**config.mk**
```make
export PLATFORM = sky130hd
export DESIGN_NAME = uart_line_editor_fifo_unit
export DESIGN_NICKNAME = d
export VERILOG_FILES = /design/src/ule_pkg.sv /design/src/uart_line_editor_fifo_unit.sv /design/src/ule_ram.sv /design/src/ule_editor.sv /design/src/ule_emitter.sv
export SDC_FILE = /design/constraint.sdc
export NUM_CORES = 2
export LEC_CHECK = 0
export BUFFER_PORTS_ARGS = -buffer_cell sky130_fd_sc_hd__buf_2
export CORE_ASPECT_RATIO = 1.4
export CORE_MARGIN = 2
export CORE_UTILIZATION = 50
export DETAILED_ROUTE_END_ITERATION = 16
export PLACE_DENSITY = 0.65
export SETUP_SLACK_MARGIN = 0.4
export SLEW_MARGIN = 10
export SYNTH_ARGS = -nofsm -noshare
export SYNTH_HDL_FRONTEND = slang
export SYNTH_HIERARCHICAL = 1
export SYNTH_SLANG_ARGS = --single-unit
export TNS_END_PERCENT = 10
```
**constraint.sdc**
```tcl
create_clock -name clk -period 21.7 [get_ports clk]
set_clock_uncertainty 0.2 [all_clocks]
set_input_delay 2.17 -clock clk [delete_from_list [all_inputs] [get_ports clk]]
set_output_delay 2.17 -clock clk [all_outputs]
set_load 0.01 [all_outputs]
```
**src/ule_pkg.sv**
```systemverilog
package ule_pkg;

	// buffer geometry
	localparam int BUFFER_DEPTH = 256;
	localparam int LINE_MAX     = 128;
	localparam int IDX_W        = $clog2(BUFFER_DEPTH);
	localparam int CNT_W        = $clog2(BUFFER_DEPTH + 1);
	localparam int POS_W        = $clog2(LINE_MAX + 1);

	// character codes
	localparam logic [7:0] CH_CR  = 8'h0D;
	localparam logic [7:0] CH_LF  = 8'h0A;
	localparam logic [7:0] CH_BS  = 8'h08;
	localparam logic [7:0] CH_DEL = 8'h7F;
	localparam logic [7:0] CH_SP  = 8'h20;

	// command codes
	localparam logic CMD_RECEIVE = 1'b0;
	localparam logic CMD_DRAIN   = 1'b1;

	// configuration register indexes
	localparam logic REG_MIN_PRINTABLE = 1'b0;
	localparam logic REG_MAX_PRINTABLE = 1'b1;

	// register reset values
	localparam logic [7:0] MIN_PRINTABLE_RST = 8'd32;
	localparam logic [7:0] MAX_PRINTABLE_RST = 8'd126;

	typedef struct packed {
		logic       command;
		logic [7:0] rx_byte;
	} ule_item_t;

	typedef struct packed {
		logic [7:0] echo_byte;
		logic       echo_valid;
		logic [7:0] line_byte;
		logic       line_valid;
		logic       line_end;
		logic [7:0] line_length;
		logic       last;
	} ule_result_t;

	// echo sequence handed from editor to emitter, seq[0] goes out first
	typedef struct packed {
		logic            load;
		logic [1:0]      cnt;
		logic [2:0][7:0] seq;
	} ule_echo_job_t;

	// drain request waiting for its memory read
	typedef struct packed {
		logic             valid;
		logic             hit;
		logic [POS_W-1:0] len;
	} ule_drain_t;

endpackage

```
**src/uart_line_editor_fifo_unit.sv**
```systemverilog
// the first result of a request shows in the cycle after start is taken
// throughput: one request per cycle for drains and single-echo bytes; CR and
//   backspace/DEL keep busy high until the last character of their one-per-cycle echo
// each result is on the ports for one cycle with done high, no stall from the receiver
// reset: arst_n clears indexes, counts and flags and restores the printable range
module uart_line_editor_fifo_unit (
	input  logic                 clk,
	input  logic                 arst_n,
	input  logic                 start,
	output logic                 busy,
	input  ule_pkg::ule_item_t   item,
	output ule_pkg::ule_result_t result,
	output logic                 done,
	input  logic                 cfg_valid,
	output logic                 cfg_ready,
	input  logic                 cfg_index,
	input  logic [7:0]           cfg_data
);

	logic                      accept;
	logic                      ram_we, ram_re;
	logic [ule_pkg::IDX_W-1:0] ram_waddr, ram_raddr;
	logic [7:0]                ram_wdata, rd_data;
	ule_pkg::ule_echo_job_t    echo_job;
	ule_pkg::ule_drain_t       drain_s1;

	// request handshake
	assign accept    = start && !busy;
	assign cfg_ready = !busy;

	ule_editor u_editor (
		.clk       (clk),
		.arst_n    (arst_n),
		.accept    (accept),
		.item      (item),
		.cfg_write (cfg_valid && cfg_ready),
		.cfg_index (cfg_index),
		.cfg_data  (cfg_data),
		.rd_data   (rd_data),
		.ram_we    (ram_we),
		.ram_waddr (ram_waddr),
		.ram_wdata (ram_wdata),
		.ram_re    (ram_re),
		.ram_raddr (ram_raddr),
		.echo_job  (echo_job),
		.drain_s1  (drain_s1)
	);

	// ring buffer storage
	ule_ram #(
		.WIDTH (8),
		.DEPTH (ule_pkg::BUFFER_DEPTH)
	) u_ring (
		.clk   (clk),
		.we    (ram_we),
		.waddr (ram_waddr),
		.wdata (ram_wdata),
		.re    (ram_re),
		.raddr (ram_raddr),
		.rdata (rd_data)
	);

	ule_emitter u_emitter (
		.clk      (clk),
		.arst_n   (arst_n),
		.echo_job (echo_job),
		.drain_s1 (drain_s1),
		.rd_data  (rd_data),
		.result   (result),
		.done     (done),
		.busy     (busy)
	);

endmodule

```
**src/ule_ram.sv**
```systemverilog
module ule_ram #(
	parameter int WIDTH = 8,
	parameter int DEPTH = 256
) (
	input  logic                     clk,
	input  logic                     we,
	input  logic [$clog2(DEPTH)-1:0] waddr,
	input  logic [WIDTH-1:0]         wdata,
	input  logic                     re,
	input  logic [$clog2(DEPTH)-1:0] raddr,
	output logic [WIDTH-1:0]         rdata
);

	logic [WIDTH-1:0] mem_q [DEPTH];
	logic [WIDTH-1:0] rdata_q;

	// one write port, one registered read port
	always_ff @(posedge clk) begin
		if (we) begin
			mem_q[waddr] <= wdata;
		end
		if (re) begin
			rdata_q <= mem_q[raddr];
		end
	end

	assign rdata = rdata_q;

endmodule

```
**src/ule_editor.sv**
```systemverilog
module ule_editor (
	input  logic                   clk,
	input  logic                   arst_n,
	input  logic                   accept,
	input  ule_pkg::ule_item_t     item,
	input  logic                   cfg_write,
	input  logic                   cfg_index,
	input  logic [7:0]             cfg_data,
	input  logic [7:0]             rd_data,
	output logic                   ram_we,
	output logic [ule_pkg::IDX_W-1:0] ram_waddr,
	output logic [7:0]             ram_wdata,
	output logic                   ram_re,
	output logic [ule_pkg::IDX_W-1:0] ram_raddr,
	output ule_pkg::ule_echo_job_t echo_job,
	output ule_pkg::ule_drain_t    drain_s1
);

	logic [7:0]                min_q, max_q;
	logic [ule_pkg::IDX_W-1:0] wr_idx_q, rd_idx_q, wr_idx_d, rd_idx_d;
	logic [ule_pkg::CNT_W-1:0] fill_q, cursor_q, fill_d, cursor_d;
	logic                      prev_cr_q, prev_cr_d;
	logic [ule_pkg::POS_W-1:0] pos_q, pos_d, pos_eff, pos_inc;
	logic                      pos_clr;
	logic                      not_full;
	logic                      push;
	logic [7:0]                push_byte;
	ule_pkg::ule_drain_t       drain_d;
	logic [7:0]                c;

	// configuration registers
	always_ff @(posedge clk or negedge arst_n) begin
		if (!arst_n) begin
			min_q <= ule_pkg::MIN_PRINTABLE_RST;
			max_q <= ule_pkg::MAX_PRINTABLE_RST;
		end else if (cfg_write) begin
			unique case (cfg_index)
				ule_pkg::REG_MIN_PRINTABLE: min_q <= cfg_data;
				ule_pkg::REG_MAX_PRINTABLE: max_q <= cfg_data;
				default: ;
			endcase
		end
	end

	// forward a terminator seen on the read data into the line position
	assign pos_clr = drain_s1.valid && drain_s1.hit && (rd_data == 8'h00);
	assign pos_eff = pos_clr ? '0 : pos_q;
	assign pos_inc = (pos_eff < ule_pkg::POS_W'(ule_pkg::LINE_MAX)) ?
		pos_eff + 1'b1 : pos_eff;

	assign not_full = (fill_q != ule_pkg::CNT_W'(ule_pkg::BUFFER_DEPTH));
	assign c        = item.rx_byte;

	// request decode and state update
	always_comb begin
		wr_idx_d  = wr_idx_q;
		rd_idx_d  = rd_idx_q;
		fill_d    = fill_q;
		cursor_d  = cursor_q;
		prev_cr_d = prev_cr_q;
		pos_d     = pos_eff;
		push      = 1'b0;
		push_byte = 8'h00;
		ram_re    = 1'b0;
		drain_d   = '0;
		echo_job  = '0;
		if (accept) begin
			if (item.command == ule_pkg::CMD_DRAIN) begin
				drain_d.valid = 1'b1;
				if (fill_q != '0) begin
					drain_d.hit = 1'b1;
					drain_d.len = pos_inc;
					ram_re      = 1'b1;
					rd_idx_d    = (rd_idx_q == ule_pkg::IDX_W'(ule_pkg::BUFFER_DEPTH - 1)) ?
						'0 : rd_idx_q + 1'b1;
					fill_d      = fill_q - 1'b1;
					pos_d       = pos_inc;
				end
			end else begin
				priority if (c == ule_pkg::CH_CR) begin
					push         = 1'b1;
					prev_cr_d    = 1'b1;
					cursor_d     = '0;
					echo_job.cnt = 2'd2;
					echo_job.seq = {8'h00, ule_pkg::CH_LF, ule_pkg::CH_CR};
				end else if (c == ule_pkg::CH_LF) begin
					push         = !prev_cr_q;
					prev_cr_d    = 1'b0;
					cursor_d     = '0;
					echo_job.cnt = 2'd1;
					echo_job.seq = {8'h00, 8'h00, ule_pkg::CH_LF};
				end else if (c == ule_pkg::CH_BS || c == ule_pkg::CH_DEL) begin
					prev_cr_d = 1'b0;
					if (cursor_q != '0) begin
						cursor_d     = cursor_q - 1'b1;
						echo_job.cnt = 2'd3;
						echo_job.seq = {ule_pkg::CH_BS, ule_pkg::CH_SP, ule_pkg::CH_BS};
						// drop the newest stored byte
						if (fill_q != '0) begin
							fill_d   = fill_q - 1'b1;
							wr_idx_d = (wr_idx_q == '0) ?
								ule_pkg::IDX_W'(ule_pkg::BUFFER_DEPTH - 1) : wr_idx_q - 1'b1;
						end
					end
				end else if (c >= min_q && c <= max_q) begin
					prev_cr_d    = 1'b0;
					push         = 1'b1;
					push_byte    = c;
					echo_job.cnt = 2'd1;
					echo_job.seq = {8'h00, 8'h00, c};
					if (cursor_q != ule_pkg::CNT_W'(ule_pkg::BUFFER_DEPTH)) begin
						cursor_d = cursor_q + 1'b1;
					end
				end else begin
					prev_cr_d = 1'b0;
				end
				// push into the ring, dropped when full
				if (push && not_full) begin
					fill_d   = fill_q + 1'b1;
					wr_idx_d = (wr_idx_q == ule_pkg::IDX_W'(ule_pkg::BUFFER_DEPTH - 1)) ?
						'0 : wr_idx_q + 1'b1;
				end
				echo_job.load = (echo_job.cnt != 2'd0);
			end
		end
	end

	assign ram_we    = accept && (item.command == ule_pkg::CMD_RECEIVE) && push && not_full;
	assign ram_waddr = wr_idx_q;
	assign ram_wdata = push_byte;
	assign ram_raddr = rd_idx_q;

	// line state registers
	always_ff @(posedge clk or negedge arst_n) begin
		if (!arst_n) begin
			wr_idx_q  <= '0;
			rd_idx_q  <= '0;
			fill_q    <= '0;
			cursor_q  <= '0;
			prev_cr_q <= 1'b0;
			pos_q     <= '0;
			drain_s1  <= '0;
		end else begin
			wr_idx_q  <= wr_idx_d;
			rd_idx_q  <= rd_idx_d;
			fill_q    <= fill_d;
			cursor_q  <= cursor_d;
			prev_cr_q <= prev_cr_d;
			pos_q     <= pos_d;
			drain_s1  <= drain_d;
		end
	end

endmodule

```
**src/ule_emitter.sv**
```systemverilog
module ule_emitter (
	input  logic                   clk,
	input  logic                   arst_n,
	input  ule_pkg::ule_echo_job_t echo_job,
	input  ule_pkg::ule_drain_t    drain_s1,
	input  logic [7:0]             rd_data,
	output ule_pkg::ule_result_t   result,
	output logic                   done,
	output logic                   busy
);

	logic [1:0]      cnt_q;
	logic [2:0][7:0] seq_q;
	logic            is_end;

	// echo sequencer, one character per cycle
	always_ff @(posedge clk or negedge arst_n) begin
		if (!arst_n) begin
			cnt_q <= 2'd0;
		end else if (echo_job.load) begin
			cnt_q <= echo_job.cnt;
		end else if (cnt_q != 2'd0) begin
			cnt_q <= cnt_q - 2'd1;
		end
	end

	always_ff @(posedge clk) begin
		if (echo_job.load) begin
			seq_q <= echo_job.seq;
		end else begin
			seq_q <= {8'h00, seq_q[2:1]};
		end
	end

	assign is_end = (rd_data == 8'h00);

	// result mux, drain and echo never overlap
	always_comb begin
		result = '0;
		if (drain_s1.valid) begin
			result.last = 1'b1;
			if (drain_s1.hit) begin
				result.line_byte   = rd_data;
				result.line_valid  = 1'b1;
				result.line_end    = is_end;
				result.line_length = is_end ? 8'(drain_s1.len) : 8'h00;
			end
		end else if (cnt_q != 2'd0) begin
			result.echo_byte  = seq_q[0];
			result.echo_valid = 1'b1;
			result.last       = (cnt_q == 2'd1);
		end
	end

	assign done = drain_s1.valid || (cnt_q != 2'd0);
	assign busy = (cnt_q > 2'd1);

endmodule

```
==> flow_summary.ini <==
[timing]
setup_viol = 0
fmax_ghz = 0.155
rsz0062_at_grt = no
maxSlewViolCount = 0
timing.slew.headroom_pct = 2.52
finalWorstSetupSlack_ns = 15.25
final.setup.tns_ns = 0
tightest_slew_ns = 1.45
hold_viol_final = 0
post-route-period-util_pct = 29.7
timing.hold.ws_ns = 0.233
post-route-min-period_ns = 6.45

[critical_path]
path_max_fanout = 46
start_kind = flip-flop
critPathMaxStageDelay_ns = 0.84
r2r_slack_ns = 15.25
slowest_stage = dfrtp_4
path_class = reg2reg
worstPathArrival_ns = 6.79
crit_path_cell_trace = buf_4, buf_4, buf_4, buf_4, mux4_2, a22o_1, a221oi_1, o221ai_1, a211oi_1, nor4_1
crit_family = buffers and inverters
cp.required_ns = 22.04
crit_path_frequent_cell = buf_4
reg2reg_to = u_ring/rdata[3]$_DFFE_PP_
end_kind = flip-flop
reg2reg_depth = 10
timing.rr.start = u_editor/ram_raddr[0]$_DFFE_PN0P_
cp_num_buf_inv = 4

[detailed_routing]
drc = 0
vias_per_cell = 6.29
routedWlPerCell_um = 31.3
ant_nets = 0
drt-initial-drc-count = 4797
wirelength_mm = 217
vias = 43643
first_pass_iters = 7

[hold_path]
min_path_type = reg2reg
min_path_cells = 1
worstHoldEndpoint = u_emitter/seq_q[14]$_DFF_P_
holdCritStartpoint = u_emitter/seq_q[22]$_SDFF_PN0_

[grt]
grt_usage_pct = 24.8
antenna_found_initial = 5
overflow = 0
grt_max_degree = 195
grt_pass1_vias = 43674
grt_first_pass_wirelength_mm = 312

[finish]
multi_input_area_um2 = 20200
seq_area_um2 = 64000
postLayoutCellArea_um2 = 94400
nFillCells = 12805
syn2layout_area_growth_pct = 9.89
nets = 4549
final_core_util_pct = 55.1
drive_above_1_share_pct = 21.7

[clock_network]
cts.reportedPaths.clkPinSlew_ns = 0.06
cts.repair.resized = 0
cts_max_path_buffers = 3
cts-root-buf = clkbuf_16
cts.sinks = 2151
cts_tree = yes
htreeDepth = 4
insertion_delay_ns = 0.84
postCtsHoldBufs = 0
cts_made_buffers = 189
cts_setup_buffers = 0

[synthesis]
yosysTopAreaCellShare_pct = 71.8
synth_ff_type = edfxtp_1
synth_common_cells = edfxtp_1 (2056), mux4_2 (454), nor2_1 (332)
async_flop_share_pct = 3.30
yosysUniqueCellTypes = 100
yosysTopAreaCell = edfxtp_1
netlist_area_um2 = 85900
synth_most_common_cell = edfxtp_1
ys_top_cells_by_area = edfxtp_1 (72%), mux4_2 (12%), dfrtp_1 (1.9%), mux2i_1 (1.6%), nor2_1 (1.4%)
synth_edf_count = 2056
ys_seq_area_share_pct = 74.5
synth_cells = 4429
synth.avg_cell_area_um2 = 19.4
ys_seq_elements = 2151
ys_warn_count = 6

[power]
seq_power_share_pct = 44.4
p_sw_share_pct = 29.7
pwr-share-clk_pct = 30.9
p_int_w = 0.00757
power_density_nw_per_um2 = 114
pwr-share-comb_pct = 24.7
p_switching_w = 0.00320
ir_worst_vdd_v = 0.000102
p_leak_nw = 30.2

[die]
io_pins = 53
rows = 180
fp.coreArea_um2 = 171000
dieArea_um2 = 175000
dieWidth_um = 354
start_util_pct = 50.1
die_h_um = 495

[run]
cap_violations = 0

[outcome]
status = finished clean

[placement]
dp_hpwl_mm = 134
place.port_buffers = 52
placed_area_um2 = 88300
dp_slack_ns = 14.87
gp_congestion = 0.893
-- per-layer routing --
layer  GRT usage [%]  part of all wire [%]
met5               0                0.0060
met4            11.8                   5.1
met3            3.93                   7.1
met2            42.4                    51
met1            31.0                    36
-- stage by stage --
step / power (W) / cells
after CTS: 0.0108 / 6931
after global routing: 0.0111 / 6932
after detailed placement: 0.00754 / 6578
after floorplan: 0.00681 / 4440
final: 0.0108 / 6933
after global placement: 0.00753 / 6570
-- flip-flops by register name (all words and copies together) (netlist names) --
signal	flops
u_editor/cursor_q	9
u_editor/max_q	8
u_editor/prev_cr_q	1
u_ring/rdata	8
u_emitter/seq_q	24
u_emitter/cnt_q	2
u_editor/pos_q	8
u_editor/fill_q	9
u_editor/drain_s1	10
u_editor/min_q	8
u_editor/ram_waddr	8
u_editor/ram_raddr	8
u_ring/mem_q	2048
-- area by class of cell --
| class | count | area share, % |
|---|---|---|
| Sequential cell | 2151 | 67.8 |
| Multi-Input combinational cell | 1954 | 21.4 |
| Clock buffer | 227 | 5.25 |
| Tap cell | 2275 | 3.01 |
| Clock inverter | 126 | 1.22 |
| Timing Repair Buffer | 145 | 1.10 |
| Inverter | 53 | 0.211 |
| Antenna cell | 2 | 0.00530 |
-- power by group through the flow --
stage / clock network [W] / logic [W] / registers [W]
floorplan: 0 / 0.00199 / 0.00482
global placement: 0 / 0.00265 / 0.00487
detailed placement: 0 / 0.00266 / 0.00487
CTS: 0.00338 / 0.00267 / 0.00478
global route: 0.00352 / 0.00281 / 0.00479
finish: 0.00333 / 0.00266 / 0.00479
-- cells in the final DEF (no fill, tap or decap), types with 21 or more instances in the layout --
cell       netlist  routed
nand2_1         90      89
nand3_1         52      49
edfxtp_1      2056    2056
clkbuf_1       129      29
nor4_2          13      22
inv_1           50      50
and2_1          29      28
dfrtp_1         64      59
nor4_1          30      21
dfxtp_1         24      24
clkinv_2         0      39
buf_4           46      86
mux4_2         454     454
nand4_1         25      25
nor2_1         332     329
buf_2           35      51
nor3_1          38      30
nor2b_1         43      40
a211oi_1        23      23
clkbuf_16        0     192
ha_1            32      32
a22oi_1        133     133
clkinv_1         1      37
o221ai_1        47      47
mux2_2          23      23
a21oi_1        123     122
o21ai_0         42      42
mux2i_1        138     138
o22ai_1         30      30
-- how the worst max path moves through the flow --
| stage | from | end | slack [ns] | depth (start not counted) |
|---|---|---|---|---|
| after floorplan | item[1] | u_ring/mem_q[0][0]$_DFFE_PP_ | 6.31 | 7 |
| after global placement | item[0] | u_ring/mem_q[225][1]$_DFFE_PP_ | 14.84 | 13 |
| after detailed placement | item[0] | u_ring/mem_q[225][1]$_DFFE_PP_ | 14.87 | 13 |
| after CTS | u_editor/ram_raddr[0]$_DFFE_PN0P_ | u_ring/rdata[3]$_DFFE_PP_ | 15.09 | 10 |
| after global routing | u_editor/ram_raddr[0]$_DFFE_PN0P_ | u_ring/rdata[3]$_DFFE_PP_ | 14.73 | 10 |
| final | u_editor/ram_raddr[0]$_DFFE_PN0P_ | u_ring/rdata[3]$_DFFE_PP_ | 15.25 | 10 |
-- cells by family after synthesis --
family	synth area share, %
and+or+nand+nor	4.30
adders and majority gates	0.489
DFF	74.5
muxes	14.1
buffers and inverters	2.27
other	0.00436
AOI/OAI and AO/OA	4.15
xor gates and xnor gates	0.245
Note: power is estimated with default switching activity, not from simulation.
